**src/rtl/tlpt_pkg.sv**
```systemverilog
// Package for the two-level page table engine: request/result types, codes,
// constants and the controller/datapath command and status structs. No dependencies.
`default_nettype none
package tlpt_pkg;

    localparam int DIR_ENTRIES_DEF   = 1024;
    localparam int TABLE_ENTRIES_DEF = 1024;
    localparam int PAGE_BYTES_DEF    = 4096;

    localparam logic [31:0] FRAME_MASK = 32'hFFFF_F000;
    localparam logic [11:0] OFS_MASK   = 12'hFFF;

    localparam int BIT_PRESENT = 0;
    localparam int BIT_WRITE   = 1;
    localparam int BIT_USER    = 2;

    typedef enum logic [1:0] {
        REQ_MAP       = 2'd0,
        REQ_UNMAP     = 2'd1,
        REQ_TRANSLATE = 2'd2,
        REQ_NONE      = 2'd3
    } req_code_t;

    typedef enum logic [1:0] {
        ST_OK       = 2'd0,
        ST_NOFRAME  = 2'd1,
        ST_USERKERN = 2'd2,
        ST_UNMAPPED = 2'd3
    } status_code_t;

    typedef struct packed {
        logic [1:0]  req_type;
        logic [31:0] virt_addr;
        logic [31:0] phys_addr;
        logic [11:0] map_flags;
        logic [19:0] spare_frame;
        logic        spare_valid;
    } req_t;

    typedef struct packed {
        logic [1:0]  status;
        logic [31:0] phys_out;
        logic        frame_taken;
        logic        table_freed;
        logic [19:0] freed_frame;
    } rsp_t;

    typedef enum logic [3:0] {
        S_CLEAR,
        S_IDLE,
        S_DIR_RD,
        S_DECIDE,
        S_ZERO,
        S_TBL_RD,
        S_TBL_CHK,
        S_SCAN,
        S_SCAN_CHK,
        S_DONE
    } state_t;

    // Commands from the controller to the datapath.
    typedef struct packed {
        logic load_req;    // capture the accepted request
        logic clr_dir;     // write zero to directory at the sweep counter
        logic dir_new;     // write new directory entry for the request slot
        logic dir_zero;    // clear the request slot's directory entry
        logic tbl_zero;    // write zero at the sweep counter in the slot's table
        logic tbl_map;     // write the mapped entry
        logic tbl_unmap;   // clear the request's table entry
        logic scan_rd;     // read the table entry at the sweep counter
        logic cnt_clr;     // reset the sweep counter
        logic cnt_inc;     // step the sweep counter
        logic set_result;  // latch result fields
        logic [1:0] res_status;
        logic res_taken;
        logic res_freed;
        logic res_phys;    // result carries the translated address
    } dp_cmd_t;

    // Status from the datapath to the controller.
    typedef struct packed {
        req_code_t req;
        logic pde_present;
        logic pde_user;
        logic want_user;
        logic spare_valid;
        logic entry_present;
        logic cnt_last;
    } dp_stat_t;

endpackage
`default_nettype wire

```
**src/rtl/tlpt_ctrl.sv**
```systemverilog
// Controller state machine: sequences clears, reads, scans and the handshakes.
// Depends on tlpt_pkg.
`default_nettype none
module tlpt_ctrl
    import tlpt_pkg::*;
(
    input  wire logic     aclk,
    input  wire logic     aresetn,
    input  wire logic     s_valid,
    output logic          s_ready,
    output logic          m_valid,
    input  wire logic     m_ready,
    input  wire dp_stat_t stat,
    output dp_cmd_t       cmd
);
    state_t state_reg, state_next;
    logic   m_valid_reg, m_valid_next;

    always_ff @(posedge aclk) begin
        if (!aresetn) begin
            state_reg   <= S_CLEAR;
            m_valid_reg <= 1'b0;
        end else begin
            state_reg   <= state_next;
            m_valid_reg <= m_valid_next;
        end
    end

    assign m_valid = m_valid_reg;

    always_comb begin
        state_next   = state_reg;
        m_valid_next = m_valid_reg;
        cmd          = '0;
        s_ready      = 1'b0;
        if (m_valid_reg && m_ready) begin
            m_valid_next = 1'b0;
        end
        unique case (state_reg)
            S_CLEAR: begin
                cmd.clr_dir = 1'b1;
                cmd.cnt_inc = 1'b1;
                if (stat.cnt_last) begin
                    cmd.cnt_inc = 1'b0;
                    cmd.cnt_clr = 1'b1;
                    state_next  = S_IDLE;
                end
            end
            S_IDLE: begin
                s_ready = !m_valid_reg || m_ready;
                if (s_valid && s_ready) begin
                    cmd.load_req = 1'b1;
                    state_next   = S_DIR_RD;
                end
            end
            S_DIR_RD: begin
                state_next = S_DECIDE;
            end
            S_DECIDE: begin
                cmd.cnt_clr = 1'b1;
                unique case (stat.req) inside
                    REQ_MAP: begin
                        if (!stat.pde_present) begin
                            if (!stat.spare_valid) begin
                                cmd.res_status = ST_NOFRAME;
                                state_next     = S_DONE;
                            end else begin
                                cmd.dir_new = 1'b1;
                                state_next  = S_ZERO;
                            end
                        end else if (stat.want_user && !stat.pde_user) begin
                            cmd.res_status = ST_USERKERN;
                            state_next     = S_DONE;
                        end else begin
                            cmd.tbl_map = 1'b1;
                            cmd.res_status = ST_OK;
                            state_next  = S_DONE;
                        end
                        cmd.set_result = (state_next == S_DONE);
                    end
                    REQ_UNMAP, REQ_TRANSLATE: begin
                        if (!stat.pde_present) begin
                            cmd.res_status = ST_UNMAPPED;
                            cmd.set_result = 1'b1;
                            state_next     = S_DONE;
                        end else begin
                            state_next = S_TBL_RD;
                        end
                    end
                    default: begin
                        cmd.res_status = ST_UNMAPPED;
                        cmd.set_result = 1'b1;
                        state_next     = S_DONE;
                    end
                endcase
            end
            S_ZERO: begin
                // Only the table is touched here; the directory read is not used.
                cmd.tbl_zero = 1'b1;
                cmd.cnt_inc  = 1'b1;
                if (stat.cnt_last) begin
                    state_next = S_TBL_CHK;
                end
            end
            S_TBL_RD: begin
                state_next = S_TBL_CHK;
            end
            S_TBL_CHK: begin
                cmd.set_result = 1'b1;
                cmd.cnt_clr    = 1'b1;
                if (stat.req == REQ_MAP) begin
                    cmd.tbl_map    = 1'b1;
                    cmd.res_status = ST_OK;
                    cmd.res_taken  = 1'b1;
                    state_next     = S_DONE;
                end else if (!stat.entry_present) begin
                    cmd.res_status = ST_UNMAPPED;
                    state_next     = S_DONE;
                end else if (stat.req == REQ_TRANSLATE) begin
                    cmd.res_status = ST_OK;
                    cmd.res_phys   = 1'b1;
                    state_next     = S_DONE;
                end else begin
                    cmd.tbl_unmap  = 1'b1;
                    cmd.res_status = ST_OK;
                    cmd.set_result = !stat.pde_user;
                    state_next     = stat.pde_user ? S_SCAN : S_DONE;
                end
            end
            S_SCAN: begin
                cmd.scan_rd = 1'b1;
                state_next  = S_SCAN_CHK;
            end
            S_SCAN_CHK: begin
                if (stat.entry_present) begin
                    cmd.set_result = 1'b1;
                    cmd.res_status = ST_OK;
                    state_next     = S_DONE;
                end else if (stat.cnt_last) begin
                    cmd.set_result = 1'b1;
                    cmd.res_status = ST_OK;
                    cmd.res_freed  = 1'b1;
                    cmd.dir_zero   = 1'b1;
                    state_next     = S_DONE;
                end else begin
                    cmd.cnt_inc = 1'b1;
                    state_next  = S_SCAN;
                end
            end
            S_DONE: begin
                m_valid_next = 1'b1;
                state_next   = S_IDLE;
            end
            default: begin
                state_next = S_IDLE;
            end
        endcase
        // Hold the sweep counter at zero during reset so the directory clear
        // starts at the first entry.
        if (!aresetn) begin
            cmd         = '0;
            cmd.cnt_clr = 1'b1;
        end
    end

`ifndef SYNTHESIS
    a_no_accept_busy: assert property (@(posedge aclk) disable iff (!aresetn)
        (state_reg != S_IDLE) |-> !s_ready)
        else $error("request accepted outside idle");
    a_result_after_done: assert property (@(posedge aclk) disable iff (!aresetn)
        (state_reg == S_DONE) |=> m_valid)
        else $error("result not presented after done");
    a_accept_starts_walk: assert property (@(posedge aclk) disable iff (!aresetn)
        (s_valid && s_ready) |=> (state_reg == S_DIR_RD))
        else $error("accepted request did not start a walk");
    a_no_overwrite: assert property (@(posedge aclk) disable iff (!aresetn)
        (state_reg == S_DONE) |-> (!m_valid || m_ready))
        else $error("pending result overwritten");
`endif
endmodule
`default_nettype wire
```
**config.mk**
```make
export PLATFORM = sky130hd
export DESIGN_NAME = tlpt_ctrl
export DESIGN_NICKNAME = d
export VERILOG_FILES = /design/src/rtl/tlpt_pkg.sv /design/src/rtl/tlpt_ctrl.sv
export SDC_FILE = /design/constraint.sdc
export NUM_CORES = 1
export LEC_CHECK = 0
export ABC_AREA = 1
export BUFFER_PORTS_ARGS = -buffer_cell sky130_fd_sc_hd__buf_2
export CAP_MARGIN = 20
export CORE_MARGIN = 2
export CORE_UTILIZATION = 25
export CTS_CLUSTER_SIZE = 28
export DETAILED_ROUTE_END_ITERATION = 8
export HOLD_SLACK_MARGIN = 0.03
export SLEW_MARGIN = 20
export SYNTH_ARGS = -nofsm -noshare
export SYNTH_HDL_FRONTEND = slang
export SYNTH_SLANG_ARGS = --single-unit
```
**constraint.sdc**
```tcl
create_clock -name aclk -period 3.05 [get_ports aclk]
set_input_delay 0.7625 -clock aclk [delete_from_list [all_inputs] [get_ports aclk]]
set_output_delay 0.7625 -clock aclk [all_outputs]
set_load 0.03 [all_outputs]
```
* After elaboration in Yosys (flattened, before gate mapping) *
Cells that the tools add are included.
W data, S select, Z words.

operators by class
  equal/unequal tests = 15
  multiplexer cells = 64
  reduce and logical (&&, ||, !) cells = 12

operators by type and width
  kind                  count
  $mux W4               14
  $pmux W4 S9           1
  $mux W1               34
  $eq A4 B3 Y1 const B  4
  $mux W16              1
  $eq A4 B4 Y1 const B  3
  $mux W2               5
  $mux W3               3
  $pmux W3 S3           1
  $eq A4 B2 Y1 const B  2
  $pmux W4 S2           1
  $ne A2 B2 Y1 const B  3
  $pmux W3 S2           1
  $eq A4 B1 Y1 const B  1
  $logic_not A4 Y1      1
  $pmux W1 S2           2
  $reduce_or A2 Y1      2
  $logic_and A1 B1 Y1   3
  $pmux W1 S3           1
  $reduce_and A3 Y1     1
  $eq A2 B1 Y1 const B  1
  $eq A2 B2 Y1 const B  1
  $logic_not A1 Y1      2
  $logic_not A2 Y1      1
  other kinds (2)       2

word-level totals
  register bits after elaboration = 5
  bits of input ports = 12
  output and inout port bits = 18
  logic and storage cells = 93

* Logic depth before layout (Yosys ltp) *
  depth after elaboration = 8
  mapped depth = 9
  gate-level depth less buffers = 9

* Worst setup path before layout *
Ideal clock, no wire load.

  path type = input port to output port
  start point = input stat[6] in the netlist's numbering
  end point = output cmd[0] in the netlist's numbering
  arrival time = 1916 ps
  required time = 2288 ps
  path slack = 372 ps
  stages on the path = 5
  buffers on the path = 0
  path through = inv_1 > ha_1 > inv_1 > nand2_1 > nor3_1

RTL lines
  item                RTL line         RTL
  start: declaration  tlpt_ctrl.sv:13  input wire dp_stat_t stat,
  end: declaration    tlpt_ctrl.sv:14  output dp_cmd_t cmd

==> results.txt <==
- Run status: finished clean
- The die is 55.4 um wide.
- The library cell used most frequently in the layout, excluding fill and tap cells, is sky130_fd_sc_hd__buf_2.
- Number of global-route vias before repair: between 700 and 800
* Class of the tightest hold or removal check: reg -> reg
- For the worst flop-to-flop path, the logic depth is 7.
- The worst path uses approximately 90% of the clock period.
- The register with the most flip-flops in the layout has 4 of them.
- Antenna violations before repair: 0
- HPWL after DPL: roughly 1600 um
- Adding up every negative setup slack in the final design gives 0 ns.
- The number of nets handed over by synthesis was between 100 and 150.
- For flop-to-flop paths, the worst setup slack is roughly 1.8 ns.
- In this run the worst path has a maximum fanout of 6.
* Unrepaired setup endpoints after global routing: no
- Pleak: 0.000469 uW
- Fraction of final layout cells with drive strength greater than 1: between 20 and 30%
* Post-Synthesis Mean Instance Area: 5.59 um^2
* CTS buffer count: 3
- Setup-failing EPs final: 0
- Startpoint types: input port
- Number of library cell types mapped by synthesis: 25
* Gate count after technology mapping: about 120
- Buffers inserted to repair hold after CTS numbered 0.
- For met2 alone, demand over resource in global routing was between 20% and 30%.
- The final number of max-transition violations was 0.
* Effective utilization at floorplan: about a quarter
* Number of remaining DRC errors: 0
* Count of final hold-check violations: 0
* Post-CTS Setup Bufs: 0
- Routed vias: about 840
- Category of the critical setup timing path: in -> out
- Fraction of the yosys area taken by sequential cells: between 10% and 20%
- Across the run, the number of max-cap violations was 0.
- Data on the critical path is required at its endpoint by about 2.3 ns.
- The repair_antennas step left the layout with diodes totalling 0.
- Based on the critical path, the design can be clocked at up to approximately 0.36 GHz.
- Ordered list of cells on the worst path: buf_2, inv_1, ha_1, inv_1, nand2_1, o21ai_0, nand2_1, nor2_1, nor2_1, buf_2
- Counting buffers and inverters, the worst setup path is 10 cells deep.
* PnR Total Power: approximately 300 uW
* Weighted congestion at the end of routability-driven global placement: about 0.86
- Core region area: about 2500 um^2
- The floorplan has 18 rows.
- Skew-Pair Late Insertion Delay: approximately 0.24 ns
- Non-filler cells in the finished layout: ~180
- First-pass detailed-route iteration total: 4
- At the end of the flow the core is filled with cells to between 30% and 40%.
* Filler cell count in the final layout: around 300
* Grt peak-use layer: met2
* Die ar.: approximately 3000 um^2
- Relative to the synthesized area, the layout overhead comes to 30.0%.
- Dividing total power by cell area gives a power density of roughly 350 nW/um^2.
- Worst slack on hold paths: 0.526 ns
* Clock edge transition at the registers on the reported setup and hold paths: approximately 0.040 ns
- Summing all multi-input logic gate instances after layout gives 462 um^2.
- Gates resized during post-CTS repair numbered 0.
* Wire per inst: 10.2 um
- Drt first-iter violations: 25
* H-tree depth reported by CTS: 1
- Chip height: 55.4 um
* CTS tree: yes
* I/O pin count: 30
* Worst-case clock buffer depth: 2
* Drt via density: 4.66
- Together, buffers and inverters on the worst path number 4.
* Critical path's largest stage delay: 0.27 ns
* Critical path arrival: between 1.5 and 2 ns
- Slowest stage cell on the critical path: sky130_fd_sc_hd__ha_1
- Kind of cell adding the most delay to the critical path: buffers and inverters
* Area occupied by registers: ~100 um^2
- Commonest cells after routing, fill and taps aside: sky130_fd_sc_hd__buf_2 (29), sky130_fd_sc_hd__nand2_1 (24), sky130_fd_sc_hd__inv_1 (21)
* Synthesis Warnings: 0
- Number of cells on the worst hold path: 2
- CTS saw 5 sinks.
- The cell sitting at the root of the clock tree is a sky130_fd_sc_hd__clkbuf_4.
* First-pass GRT wire length: between 3000 and 4000 um
* Flip-flop and latch count after synthesis: 5
* Normalized max-slew margin: 70.8%
* Pin count of the biggest net entering global routing: 15
- For the finished layout, the period the worst path requires is between 2 and 3 ns.
* Final global-route overflow total: 0
- Total Wirelength: between 1500 and 2000 um
- Worst Max-Slew Pin Slew: ~0.44 ns
* Total standard cell area after synthesis: 659 um^2
- IR analysis of the VDD net gives a maximum drop of between 0.15 and 0.2 mV.
- Overall track demand over capacity in global routing: 12.3%
- Once detail routing completed, the nets flagged for antenna violations numbered 0.
* IO buf count: 29
* GR Layer Usage met3: approximately 2.3%
* Met1 routing resource usage after global routing: between 10% and 20%
* Placed cell count: between 150 and 200
* Final nets: 165
- For the final database, setup skew stands at around 0.00034 ns.
- Kind of end point of the critical path: output port
[cell usage after synthesis, drive strengths merged]
master    n  area (um^2)
nand4     2         12.5
o2111ai   1         8.76
nor2     22          103
inv      23         86.3
and2      1         6.26
nand2    26          103
o211ai    1         7.51
o21ai     2         10.0
o31ai     1         7.51
a31oi     1         6.26
o22ai     1         6.26
buf       1         7.51
clkbuf    1         3.75
dfxtp     5          100
nand3     9         45.0
nor3      5         30.0
ha        3         37.5
o21bai    1         7.51
a21oi    12         71.3
[per-layer routing]
| layer | wire length [um] | vias up |
|---|---|---|
| li1 | - | 439 |
| met1 | 830 | 350 |
| met2 | 857 | 46 |
| met3 | 141 | 0 |
| met4 | 0 | 0 |
| met5 | 0 | - |
[report_power, final]
group,internal [uW],total (uW),switching (uW)
combinational,47.3,140,92.3
clock,49.5,76.6,27.1
sequential,71.5,82.6,11.1
total,168,299,131
[per-stage QoR]
stage                     cell area (um^2)  worst slack, ns
final                                  857            0.301
after detailed placement               831            0.291
after CTS                              857            0.288
after floorplan                        659            0.372
after global placement                 831            0.327
after global routing                   857            0.160
[worst paths after layout]
| kind | from | to |
|---|---|---|
| hold / removal | m_valid$_SDFFE_PN0P_ | m_valid$_SDFFE_PN0P_ |
| setup / recovery | stat[6] | cmd[5] |
| setup reg to reg | state_reg[2]$_SDFFE_PN0P_ | state_reg[1]$_SDFFE_PN0P_ |
| hold reg to reg | m_valid$_SDFFE_PN0P_ | m_valid$_SDFFE_PN0P_ |
[tightest hold or removal path, cell delays in order, from the launching register on]
cell	delay (ns)
sky130_fd_sc_hd__dfxtp_1	0.32
sky130_fd_sc_hd__nand2_1	0.09
sky130_fd_sc_hd__a21oi_1	0.06
[layout make-up]
type                    count  share of cell area, %
inverters                  23                   10.1
flip-flops and latches      5                   11.7
clock buffers               4                   3.07
multi-input cells          88                   53.9
repair buffers             29                   16.9
well taps                  30                   4.38
[kinds of logic (layout without fill, tap and decap cells)]
| kind of cell | after synthesis | in the layout | synth area share [%] |
|---|---|---|---|
| AO/OA/AOI/OAI | 20 | 20 | 19.0 |
| adder cells (fa/ha/maj) | 3 | 3 | 5.69 |
| buffers and inverters | 25 | 56 | 14.8 |
| flip-flops | 5 | 5 | 15.2 |
| AND/OR/NAND/NOR | 65 | 65 | 45.4 |
Note: power is estimated with default switching activity, not from simulation.
